File: src/rtl/core/pfd_pkg.sv
package pfd_pkg;

  localparam int ERR_W    = 17;
  localparam int STEP_W   = 28;
  localparam int DIFF50_W = 23;
  localparam int INTEG_W  = 32;
  localparam int DERIV_W  = 40;
  localparam int MA_W     = 25;
  localparam int MB_W     = 24;
  localparam int PROD_W   = MA_W + MB_W;
  localparam int ACC_W    = 72;

  localparam logic [10:0] DT_Q16      = 11'd1311;
  localparam logic [5:0]  DERIV_SCALE = 6'd50;
  localparam logic [16:0] ONE_Q16     = 17'h10000;

  typedef enum logic [2:0] {
    ST_IDLE,
    ST_PREP,
    ST_INTEG,
    ST_MAC,
    ST_DRAIN,
    ST_FINISH
  } state_t;

  typedef enum logic [2:0] {
    OP_F_DIFF,
    OP_F_LO,
    OP_F_HI,
    OP_KP,
    OP_KI_LO,
    OP_KI_HI,
    OP_KD_LO,
    OP_KD_HI
  } op_t;

  typedef enum logic [2:0] {
    REG_GAIN_PROP,
    REG_GAIN_INTEG,
    REG_GAIN_DERIV,
    REG_DRIVE_LIMIT,
    REG_INTEG_LIMIT,
    REG_SMOOTH_COEF
  } reg_idx_t;

  typedef enum logic [1:0] {
    SAT_NONE = 2'd0,
    SAT_HIGH = 2'd1,
    SAT_LOW  = 2'd2
  } sat_t;

  typedef struct packed {
    logic load;
    logic prep;
    logic integ;
    logic issue;
    op_t  op;
    logic finish;
  } cmd_t;

  typedef struct packed {
    logic out_full;
  } status_t;

endpackage

File: src/rtl/core/pid_filtered_derivative_antiwindup.sv
// Each item is taken in idle and passes prep, integrate, multiply-accumulate, drain
// and finish before the next is taken; the eight products of each step share one
// 25x24 multiplier, one product per cycle; finish waits while m_tvalid is unaccepted.
// s_tready is high in idle, also while an earlier result waits to be taken.
// Reset (rst, synchronous, active high) clears the integral, last measurement
// and filtered derivative and loads register defaults; no clearing pass.
module pid_filtered_derivative_antiwindup
  import pfd_pkg::*;
(
  input  logic        clk,
  input  logic        rst,
  input  logic        s_tvalid,
  output logic        s_tready,
  input  logic [31:0] s_tdata,   // target_value[15:0], measured_value[31:16]
  output logic        m_tvalid,
  input  logic        m_tready,
  output logic [23:0] m_tdata,   // drive_value[15:0], zero[23:16]
  output logic [1:0]  m_tuser,   // saturation[1:0]
  input  logic        cfg_we,
  input  logic [2:0]  cfg_addr,
  input  logic [30:0] cfg_data
);

  cmd_t    cmd;
  status_t status;

  pfd_ctrl u_ctrl (
    .clk      (clk),
    .rst      (rst),
    .s_tvalid (s_tvalid),
    .s_tready (s_tready),
    .status   (status),
    .cmd      (cmd)
  );

  pfd_datapath u_datapath (
    .clk      (clk),
    .rst      (rst),
    .cmd      (cmd),
    .status   (status),
    .s_tdata  (s_tdata),
    .cfg_we   (cfg_we),
    .cfg_addr (cfg_addr),
    .cfg_data (cfg_data),
    .m_tvalid (m_tvalid),
    .m_tready (m_tready),
    .m_tdata  (m_tdata),
    .m_tuser  (m_tuser)
  );

endmodule

File: src/rtl/core/pfd_ctrl.sv
module pfd_ctrl
  import pfd_pkg::*;
(
  input  logic    clk,
  input  logic    rst,
  input  logic    s_tvalid,
  output logic    s_tready,
  input  status_t status,
  output cmd_t    cmd
);

  state_t     state, state_next;
  logic [2:0] op_cnt, op_cnt_next;

  always_ff @(posedge clk) begin
    if (rst) begin
      state  <= ST_IDLE;
      op_cnt <= '0;
    end else begin
      state  <= state_next;
      op_cnt <= op_cnt_next;
    end
  end

  always_comb begin
    state_next  = state;
    op_cnt_next = op_cnt;
    s_tready    = 1'b0;
    cmd         = '{load: 1'b0, prep: 1'b0, integ: 1'b0, issue: 1'b0,
                    op: OP_F_DIFF, finish: 1'b0};
    case (state)
      ST_IDLE: begin
        s_tready = 1'b1;
        if (s_tvalid) begin
          cmd.load   = 1'b1;
          state_next = ST_PREP;
        end
      end
      ST_PREP: begin
        cmd.prep   = 1'b1;
        state_next = ST_INTEG;
      end
      ST_INTEG: begin
        cmd.integ  = 1'b1;
        state_next = ST_MAC;
      end
      ST_MAC: begin
        cmd.issue   = 1'b1;
        cmd.op      = op_t'(op_cnt);
        op_cnt_next = op_cnt + 3'd1;
        if (op_t'(op_cnt) == OP_KD_HI) begin
          state_next = ST_DRAIN;
        end
      end
      ST_DRAIN: begin
        state_next = ST_FINISH;
      end
      ST_FINISH: begin
        if (!status.out_full) begin
          cmd.finish = 1'b1;
          state_next = ST_IDLE;
        end
      end
      default: begin
        state_next = ST_IDLE;
      end
    endcase
  end

  a_idle_cnt: assert property (@(posedge clk) disable iff (rst)
    (state == ST_IDLE) |-> (op_cnt == '0))
    else $error("operation counter not home in idle");

  a_finish_idle: assert property (@(posedge clk) disable iff (rst)
    cmd.finish |=> (state == ST_IDLE))
    else $error("controller did not return to idle after finish");

endmodule

File: src/rtl/core/pfd_datapath.sv
module pfd_datapath
  import pfd_pkg::*;
(
  input  logic        clk,
  input  logic        rst,
  input  cmd_t        cmd,
  output status_t     status,
  input  logic [31:0] s_tdata,
  input  logic        cfg_we,
  input  logic [2:0]  cfg_addr,
  input  logic [30:0] cfg_data,
  output logic        m_tvalid,
  input  logic        m_tready,
  output logic [23:0] m_tdata,
  output logic [1:0]  m_tuser
);

  logic [23:0] gain_prop, gain_integ, gain_deriv;
  logic [14:0] drive_limit;
  logic [30:0] integ_limit;
  logic [16:0] smooth_coef;

  logic signed [ERR_W-1:0]    err_r, diff_r;
  logic signed [15:0]         last_measure;
  logic signed [STEP_W-1:0]   step_r;
  logic signed [DIFF50_W-1:0] diff50_r;
  logic signed [INTEG_W-1:0]  integ_sum;
  logic signed [DERIV_W-1:0]  deriv_smoothed;
  logic signed [ACC_W-1:0]    acc;
  logic signed [PROD_W-1:0]   prod_r;
  op_t                        tag_r;
  logic                       tag_vld;
  logic signed [15:0]         out_drive;
  sat_t                       out_sat;

  logic signed [15:0]       tgt, meas;
  logic [16:0]              a_eff, a_inv;
  logic signed [MA_W-1:0]   ma;
  logic signed [MB_W-1:0]   mb;
  logic signed [PROD_W-1:0] prod;
  logic signed [ACC_W-1:0]  prod_ext, term, acc_sum, lim_q;
  logic signed [STEP_W-1:0] err_ext, dt_ext;
  logic signed [DIFF50_W-1:0] diff_ext, scale_ext;
  logic signed [32:0]       int33, lim33, unw33, step33;
  logic signed [INTEG_W-1:0] integ_clamped, integ_unwound;
  logic                     sat_hi, sat_lo, trunc_adj;
  logic [15:0]              drive_trunc;

  assign tgt  = $signed(s_tdata[15:0]);
  assign meas = $signed(s_tdata[31:16]);

  always_ff @(posedge clk) begin
    if (rst) begin
      gain_prop   <= '0;
      gain_integ  <= '0;
      gain_deriv  <= '0;
      drive_limit <= 15'h7FFF;
      integ_limit <= 31'h7FFF_FFFF;
      smooth_coef <= 17'(DT_Q16);
    end else if (cfg_we) begin
      case (reg_idx_t'(cfg_addr))
        REG_GAIN_PROP:   gain_prop   <= cfg_data[23:0];
        REG_GAIN_INTEG:  gain_integ  <= cfg_data[23:0];
        REG_GAIN_DERIV:  gain_deriv  <= cfg_data[23:0];
        REG_DRIVE_LIMIT: drive_limit <= cfg_data[14:0];
        REG_INTEG_LIMIT: integ_limit <= cfg_data[30:0];
        REG_SMOOTH_COEF: smooth_coef <= cfg_data[16:0];
        default: ;
      endcase
    end
  end

  assign a_eff = (smooth_coef > ONE_Q16) ? ONE_Q16 : smooth_coef;
  assign a_inv = ONE_Q16 - a_eff;

  assign err_ext   = {{(STEP_W-ERR_W){err_r[ERR_W-1]}}, err_r};
  assign dt_ext    = $signed({{(STEP_W-11){1'b0}}, DT_Q16});
  assign diff_ext  = {{(DIFF50_W-ERR_W){diff_r[ERR_W-1]}}, diff_r};
  assign scale_ext = $signed({{(DIFF50_W-6){1'b0}}, DERIV_SCALE});

  always_comb begin
    ma = '0;
    mb = '0;
    case (cmd.op)
      OP_F_DIFF: begin
        ma = $signed({8'b0, a_inv});
        mb = {diff50_r[DIFF50_W-1], diff50_r};
      end
      OP_F_LO: begin
        ma = $signed({8'b0, a_eff});
        mb = $signed({4'b0, deriv_smoothed[19:0]});
      end
      OP_F_HI: begin
        ma = $signed({8'b0, a_eff});
        mb = {{4{deriv_smoothed[39]}}, deriv_smoothed[39:20]};
      end
      OP_KP: begin
        ma = $signed({1'b0, gain_prop});
        mb = {{7{err_r[ERR_W-1]}}, err_r};
      end
      OP_KI_LO: begin
        ma = $signed({1'b0, gain_integ});
        mb = $signed({8'b0, integ_sum[15:0]});
      end
      OP_KI_HI: begin
        ma = $signed({1'b0, gain_integ});
        mb = {{8{integ_sum[31]}}, integ_sum[31:16]};
      end
      OP_KD_LO: begin
        ma = $signed({1'b0, gain_deriv});
        mb = $signed({4'b0, deriv_smoothed[19:0]});
      end
      OP_KD_HI: begin
        ma = $signed({1'b0, gain_deriv});
        mb = {{4{deriv_smoothed[39]}}, deriv_smoothed[39:20]};
      end
      default: ;
    endcase
  end

  assign prod = ma * mb;

  assign prod_ext = {{(ACC_W-PROD_W){prod_r[PROD_W-1]}}, prod_r};

  always_comb begin
    case (tag_r)
      OP_F_DIFF, OP_KP, OP_KI_HI: term = prod_ext <<< 16;
      OP_F_HI, OP_KD_HI:          term = prod_ext <<< 20;
      default:                    term = prod_ext;
    endcase
    if (tag_r == OP_KD_LO || tag_r == OP_KD_HI) begin
      acc_sum = acc - term;
    end else begin
      acc_sum = acc + term;
    end
  end

  assign step33 = {{(33-STEP_W){step_r[STEP_W-1]}}, step_r};
  assign int33  = {integ_sum[31], integ_sum} + step33;
  assign lim33  = $signed({2'b0, integ_limit});

  function automatic logic signed [INTEG_W-1:0] integ_limit_ext(logic signed [32:0] v);
    return v[31:0];
  endfunction

  always_comb begin
    if (int33 > lim33) begin
      integ_clamped = integ_limit_ext(lim33);
    end else if (int33 < -lim33) begin
      integ_clamped = integ_limit_ext(-lim33);
    end else begin
      integ_clamped = int33[31:0];
    end
  end

  assign unw33 = {integ_sum[31], integ_sum} - step33;

  always_comb begin
    if (unw33[32] != unw33[31]) begin
      integ_unwound = unw33[32] ? 32'sh8000_0000 : 32'sh7FFF_FFFF;
    end else begin
      integ_unwound = unw33[31:0];
    end
  end

  assign lim_q       = $signed({{(ACC_W-47){1'b0}}, drive_limit, 32'b0});
  assign sat_hi      = acc > lim_q;
  assign sat_lo      = acc < -lim_q;
  assign trunc_adj   = acc[ACC_W-1] && (acc[31:0] != 32'b0);
  assign drive_trunc = acc[47:32] + {15'b0, trunc_adj};

  always_ff @(posedge clk) begin
    if (rst) begin
      last_measure   <= '0;
      integ_sum      <= '0;
      deriv_smoothed <= '0;
      tag_vld        <= 1'b0;
      m_tvalid       <= 1'b0;
    end else begin
      tag_vld <= cmd.issue;
      if (cmd.load) begin
        last_measure <= meas;
      end
      if (cmd.integ) begin
        integ_sum <= integ_clamped;
      end else if (cmd.finish && (sat_hi || sat_lo)) begin
        integ_sum <= integ_unwound;
      end
      if (tag_vld && tag_r == OP_F_HI) begin
        deriv_smoothed <= acc_sum[16 +: DERIV_W];
      end
      if (cmd.finish) begin
        m_tvalid <= 1'b1;
      end else if (m_tready) begin
        m_tvalid <= 1'b0;
      end
    end
  end

  always_ff @(posedge clk) begin
    if (cmd.load) begin
      err_r  <= {tgt[15], tgt} - {meas[15], meas};
      diff_r <= {meas[15], meas} - {last_measure[15], last_measure};
    end
    if (cmd.prep) begin
      step_r   <= err_ext * dt_ext;
      diff50_r <= diff_ext * scale_ext;
      acc      <= '0;
    end else if (tag_vld) begin
      if (tag_r == OP_F_HI) begin
        acc <= '0;
      end else begin
        acc <= acc_sum;
      end
    end
    if (cmd.issue) begin
      prod_r <= prod;
      tag_r  <= cmd.op;
    end
    if (cmd.finish) begin
      if (sat_hi) begin
        out_drive <= $signed({1'b0, drive_limit});
        out_sat   <= SAT_HIGH;
      end else if (sat_lo) begin
        out_drive <= -$signed({1'b0, drive_limit});
        out_sat   <= SAT_LOW;
      end else begin
        out_drive <= $signed(drive_trunc);
        out_sat   <= SAT_NONE;
      end
    end
  end

  assign status.out_full = m_tvalid && !m_tready;
  assign m_tdata         = {8'b0, out_drive};
  assign m_tuser         = out_sat;

  a_load_drained: assert property (@(posedge clk) disable iff (rst)
    cmd.load |-> !tag_vld)
    else $error("item taken while a product is in flight");

  a_finish_valid: assert property (@(posedge clk) disable iff (rst)
    cmd.finish |=> m_tvalid)
    else $error("finished item not presented");

endmodule

File: config.mk
export PLATFORM = sky130hd
export DESIGN_NAME = pid_filtered_derivative_antiwindup
export DESIGN_NICKNAME = d
export VERILOG_FILES = /design/src/rtl/core/pfd_pkg.sv /design/src/rtl/core/pid_filtered_derivative_antiwindup.sv /design/src/rtl/core/pfd_ctrl.sv /design/src/rtl/core/pfd_datapath.sv
export SDC_FILE = /design/constraint.sdc
export NUM_CORES = 2
export LEC_CHECK = 0
export BUFFER_PORTS_ARGS = -buffer_cell sky130_fd_sc_hd__buf_2
export CORE_ASPECT_RATIO = 1.4
export CORE_MARGIN = 2
export CORE_UTILIZATION = 45
export DETAILED_ROUTE_END_ITERATION = 8
export PLACE_DENSITY = 0.59
export SYNTH_ARGS = -nofsm -noshare
export SYNTH_HDL_FRONTEND = slang
export SYNTH_SLANG_ARGS = --single-unit
File: constraint.sdc
create_clock -name clk -period 10.55 [get_ports clk]
set_clock_uncertainty 0.2 [all_clocks]
set_input_delay 0 -clock clk [delete_from_list [all_inputs] [get_ports clk]]
set_output_delay 0 -clock clk [all_outputs]
set_load 0.01 [all_outputs]
* Word-level counts from Yosys, hierarchy flattened *
Cells that the tools add are included.
Widths: inputs -> output; s select.

word-level totals
  register bits = 457
  input port bits = 71
  word-level logic and storage cells = 127

cells by class
  add/sub/neg operators = 12
  multiply operators = 3
  $lt $le $gt $ge = 5
  equality and inequality tests = 27
  multiplexer cells = 29
  reductions and logical operators = 28

operator list
  kind                    number
  $mux 32                 6
  $mux 72                 2
  $pmux 24 s6             1
  $pmux 68 s2             1
  $pmux 25 s5             1
  $add 72x69->72          1
  $gt 72x48->1            1
  $lt 72x72->1            1
  $neg 47->72             1
  $sub 72x69->72          1
  $mul 25x24->49          1
  $eq 3x3->1 const B      12
  $sub 16x16->17          2
  $add 32x28->33          1
  $gt 33x32->1            1
  $lt 33x33->1            1
  $neg 31->33             1
  $sub 32x28->33          1
  $reduce_bool 32->1      1
  $mul 17x12->28 const B  1
  $eq 3x2->1 const B      8
  $mul 17x6->22 const B   1
  $pmux 3 s6              1
  $gt 17x17->1 const B    1
  24 further kinds        55

* Logic depth before layout (Yosys ltp) *
  depth after elaboration = 7
  depth in mapped cells = 41

* By module *
A second synthesis with hierarchy kept.

unflattened totals
  cell total of the unflattened synthesis = 7037
  area, all modules = 58662.5 um^2

by module, submodules not included
  module        instances  cells an instance  area an instance (um^2)
  pfd_datapath  1          6996               58295.9
  pfd_ctrl      1          41                 366.6

* Worst setup path before layout *
OpenSTA, ideal clock, no wires.

  path type = register to register
  start point = register u_ctrl.state[2]
  end point = register u_datapath.prod_r[48], data pin
  arrival time = 10.236 ns
  required time = 10.090 ns
  setup slack = -0.146 ns
  cell stages (with the launch flop) = 40
  buffers on the path = 3
  cells stage by stage = dfxtp_1 -> clkbuf_1 -> nor2b_1 -> nand2_1 -> clkinv_1 -> nand2_1 -> clkinv_1 -> nor2_1 -> a21oi_1 -> nand2_1 -> a21o_1 -> clkbuf_1 -> a21oi_1 -> nor2_1 -> clkbuf_1 -> nand2_1 -> fa_1 -> inv_1 -> [... 4 more ...] -> fa_1 -> inv_1 -> fa_1 -> inv_1 -> ha_1 -> a21o_1 -> a21o_1 -> a21oi_1 -> nor2b_1 -> o21ai_0 -> nor4b_1 -> a21oi_1 -> a311oi_1 -> nor3_1 -> o2111ai_1 -> nand2_1 -> a21oi_1 -> xnor2_1

between the ends
  word-level cells in the longest chain between the ends = 6

RTL lines
  what                                        RTL line             RTL
  from (decl)                                 pfd_ctrl.sv:12       state_t state, state_next;
  from (signal assigned)                      pfd_ctrl.sv:20       state <= state_next;
  $eq 3x2->1 (*)                              pfd_ctrl.sv:31       case (state)
  $mux 4 (*)                                  pfd_ctrl.sv:31
  $eq 3x2->1, or another cell as far along    pfd_datapath.sv:84   case (cmd.op)
  $reduce_or 2->1 (no source line)            n/a
  $pmux 24 s6 or $pmux 25 s5 (tied branches)  pfd_datapath.sv:84
  $mul 25x24->49 (*)                          pfd_datapath.sv:121  assign prod = ma * mb;
  named net u_datapath.prod[48]               pfd_datapath.sv:40   logic signed [PROD_W-1:0] prod;
  to (signal assigned)                        pfd_datapath.sv:217  prod_r <= prod;
  to (decl)                                   pfd_datapath.sv:30   logic signed [PROD_W-1:0] prod_r;

Mark *: on every way through the listed nets, which the timed path passes. The rest lies on a longest branch. The select of a mux whose other input is x is not followed.
A chain may end at the register's enable or synchronous reset.

* Worst setup path after layout *
  start point = register u_datapath.smooth_coef[4]
  end point = register u_datapath.prod_r[47], data pin

between the ends
  word-level cells in the longest chain between the ends = 5

RTL lines
  what                           RTL line             RTL
  from (decl)                    pfd_datapath.sv:21   logic [16:0] smooth_coef;
  from (signal assigned)         pfd_datapath.sv:59   smooth_coef <= 17'(DT_Q16);
  from (signal assigned)         pfd_datapath.sv:67   REG_SMOOTH_COEF: smooth_coef <= cfg_data[16:0];
  $gt 17x17->1                   pfd_datapath.sv:73   assign a_eff = (smooth_coef > ONE_Q16) ? ONE_Q16 : smooth_coef;
  $mux 17 (*)                    pfd_datapath.sv:73
  $sub 17x17->17                 pfd_datapath.sv:74   assign a_inv = ONE_Q16 - a_eff;
  $pmux 25 s5 (*)                pfd_datapath.sv:84
  $mul 25x24->49 (*)             pfd_datapath.sv:121
  named net u_datapath.prod[47]  pfd_datapath.sv:40

Marked as above.

==> summary.txt <==
Timing
  • Pin slew with the least headroom to its limit: 1420 ps
  • Fin. max-slew vios: 0
  • Final Hold Viols: 0
  • Unrepaired setup endpoints after global routing: no
  • Post-route minimum period: ~10000 ps
  • Crit share post-route: 0.950
  • Max Fclk: 99.8 MHz
  • Max_slew headroom: 0.0529
  • Final setup fails: 0
  • Sum Neg Setup Slack: 0 ps

Logic synthesis
  • Most common cell in the synthesized netlist: inv_1
  • Primary FF master, synth: dfxtp_1
  • Largest cells by area after synthesis: fa_1 (20%), ha_1 (14%), dfxtp_1 (11%)
  • Synthesized area: 57800 µm²
  • Commonest cells in the synthesized netlist: inv_1 (1002), nand2_1 (953), ha_1 (639)
  • Post-synth cell types: 100
  • Post-synth top area share: 0.200
  • Synth Register Bits: between 400 and 500
  • Post-synth EDFFs: 154
  • Yosys top cell by area: fa_1
  • Synthesized area per cell: 8.27 µm²
  • Cells after synthesis: 6983
  • FFs w/ async S/R, synth: 0
  • Register area share after synthesis: 0.185
  • Yosys warns: 0

Status
  • Status: complete, no violations

Route
  • WL met1: 76200 µm
  • Routed WL: 199000 µm
  • Top layer in use: met4
  • Metal3 WL: 9700 µm
  • Remaining antenna violation count: 0
  • DRT iter0 DRCs: 3865
  • Average wire per standard cell: 22.5 µm
  • DR DRC count: 0
  • DR WL met2: 100000 µm
  • Routed via count: around 50000
  • Pre-Repair DR Iteration Count: 9
  • Vias/cell: 5.68

Global routing
  • Gr ovfl total: 0
  • Gr usage total: 0.300
  • Largest net degree at the start of global routing: 85
  • First-pass GRT wire length: 301000 µm
  • Vias in the first global route: 50300
  • Antenna violations before repair: 2

Setup path
  • R2R Setup Slk: 530 ps
  • Max incr delay on CP: 640 ps
  • CP endpoint kind: register
  • CP arrival: 10200 ps
  • Crit Path Category: register to register
  • Slowest-stage cell, CP: or4b_2
  • CP Data Required Time: between 10000 and 15000 ps
  • Worst Setup Start Kind: register
  • CP most frequent cell: fa_1
  • Peak fanout along the critical path: 12

Clocking
  • Post-CTS setup buffers: 0
  • Clock Path Buffers: 3
  • Later-pin clock latency in the skew report: 690 ps
  • CTS H-tree lvls: 2
  • Cts bufs inserted: 54
  • Root buffer cell: clkbuf_16
  • Clock tree from TritonCTS: yes
  • Clk sinks: 457
  • Clk slew on worst S/H paths: 60 ps

Place
  • Post-placement cell count: about 8600
  • Port bufs: 90
  • Dpl hpwl: 160000 µm
  • RePlAce Congestion: 0.989

Floorplanning
  • Ports: 99
  • Die width: 307 µm
  • Die Y: 428 µm
  • Rows: 155
  • CORE AREA: between 100000 and 150000 µm²
  • Starting density of the core: 0.453
  • Die area: 131000 µm²

Run
  • # Max-Cap Violations: 0

Layout
  • Synth-to-Final Area Change: 10.6%
  • Layout cells sized above 1: 0.0638
  • Final Util: 0.501
  • Final std cells w/o fill: 8842
  • Fin nets: 8434

Min path
  • Worst min-delay path category: input port to register
## metrics by stage
step                setup WS [ps]  hold WS, ps  instance area [µm²]
global route                 13.0         34.5                63900
global placement              326         32.4                60500
detailed placement            217         36.8                60500
CTS                           167         2.78                63800
finish                        528         35.6                63900
floorplan                     389        -76.0                57800
## cell usage in the layout (no fill, tap or decap), types with 56 or more instances in the layout
cell type      instances
nand3_1               85
nand2b_1              66
buf_4                162
inv_1               1002
a21o_1               136
o21ai_0              251
dfxtp_1              303
ha_1                 639
o21a_1                56
mux2i_1               63
dlygate4sd3_1        142
fa_1                 578
nor3_1                76
edfxtp_1             154
a21oi_1              450
xor2_1               113
o211ai_1              76
buf_2                 89
clkbuf_16             58
nor2_1               604
nand2_1              953
xnor2_1              228
## final cells by class
| cell class | count | area [µm²] |
|---|---|---|
| tap | 1648 | 2060 |
| timing repair buffer | 400 | 3210 |
| antenna | 4 | 10.0 |
| clock buffer | 79 | 1640 |
| sequential | 457 | 10700 |
| multi-input combinational | 5223 | 42200 |
| inverter | 1010 | 3790 |
| fill | 12200 | 63500 |
| clock inverter | 21 | 235 |
## critical path, delay by kind of cell (launching register included)
family | cells | cell delay [ps]
adder cells (fa/ha/maj) | 8 | 4070
XOR/XNOR | 1 | 150
flip-flops | 1 | 370
buffers and inverters | 6 | 590
AO/OA/AOI/OAI | 11 | 1950
AND/OR/NAND/NOR | 11 | 2420
## path summary, 6_finish.rpt
check | startpoint | endpoint | depth (start not counted)
worst max-delay path | u_datapath.smooth_coef[4] | u_datapath.prod_r[47] | 37
worst min-delay path | s_tvalid | u_ctrl.state[0] | 4
worst max register to register | u_datapath.smooth_coef[4] | u_datapath.prod_r[47] | 37
worst min register to register | u_datapath.gain_deriv[7] | u_datapath.gain_deriv[7] | 2
## cell families after synthesis
logic type                 after synthesis  share of synthesized area
AOI/OAI and AO/OA                     1429                      0.159
xor gates and xnor gates               342                     0.0520
adders and majority gates             1217                      0.339
buffers and inverters                 1310                     0.0863
DFF                                    457                      0.185
muxes                                   91                     0.0164
other                                    1                  0.0000649
and+or+nand+nor                       2136                      0.163
## layer usage
metal,vias to the layer above,track usage
met1,24800,0.351
met3,419,0.0332
met2,1445,0.535
met4,0,0.160
li1,23600,-
met5,-,0
## registers in the layout, indices dropped and copies added, names as in the netlist, 22 cells and up
register                   flops
u_datapath.acc                72
u_datapath.prod_r             49
u_datapath.deriv_smoothed     40
u_datapath.integ_sum          32
u_datapath.integ_limit        31
u_datapath.step_r             28
u_datapath.gain_deriv         24
u_datapath.gain_integ         24
u_datapath.gain_prop          24
u_datapath.diff50_r           22
## what timing repair did
action                                  CTS  global route
hold endpoints to repair                262             0
endpoints found under the setup margin    0             8
gates resized for setup                   0            16
hold buffers                            142             0
Power is left out: the tool's default activity adds up to more than one toggle a clock period on the data nets, which glitch-free logic cannot reach.
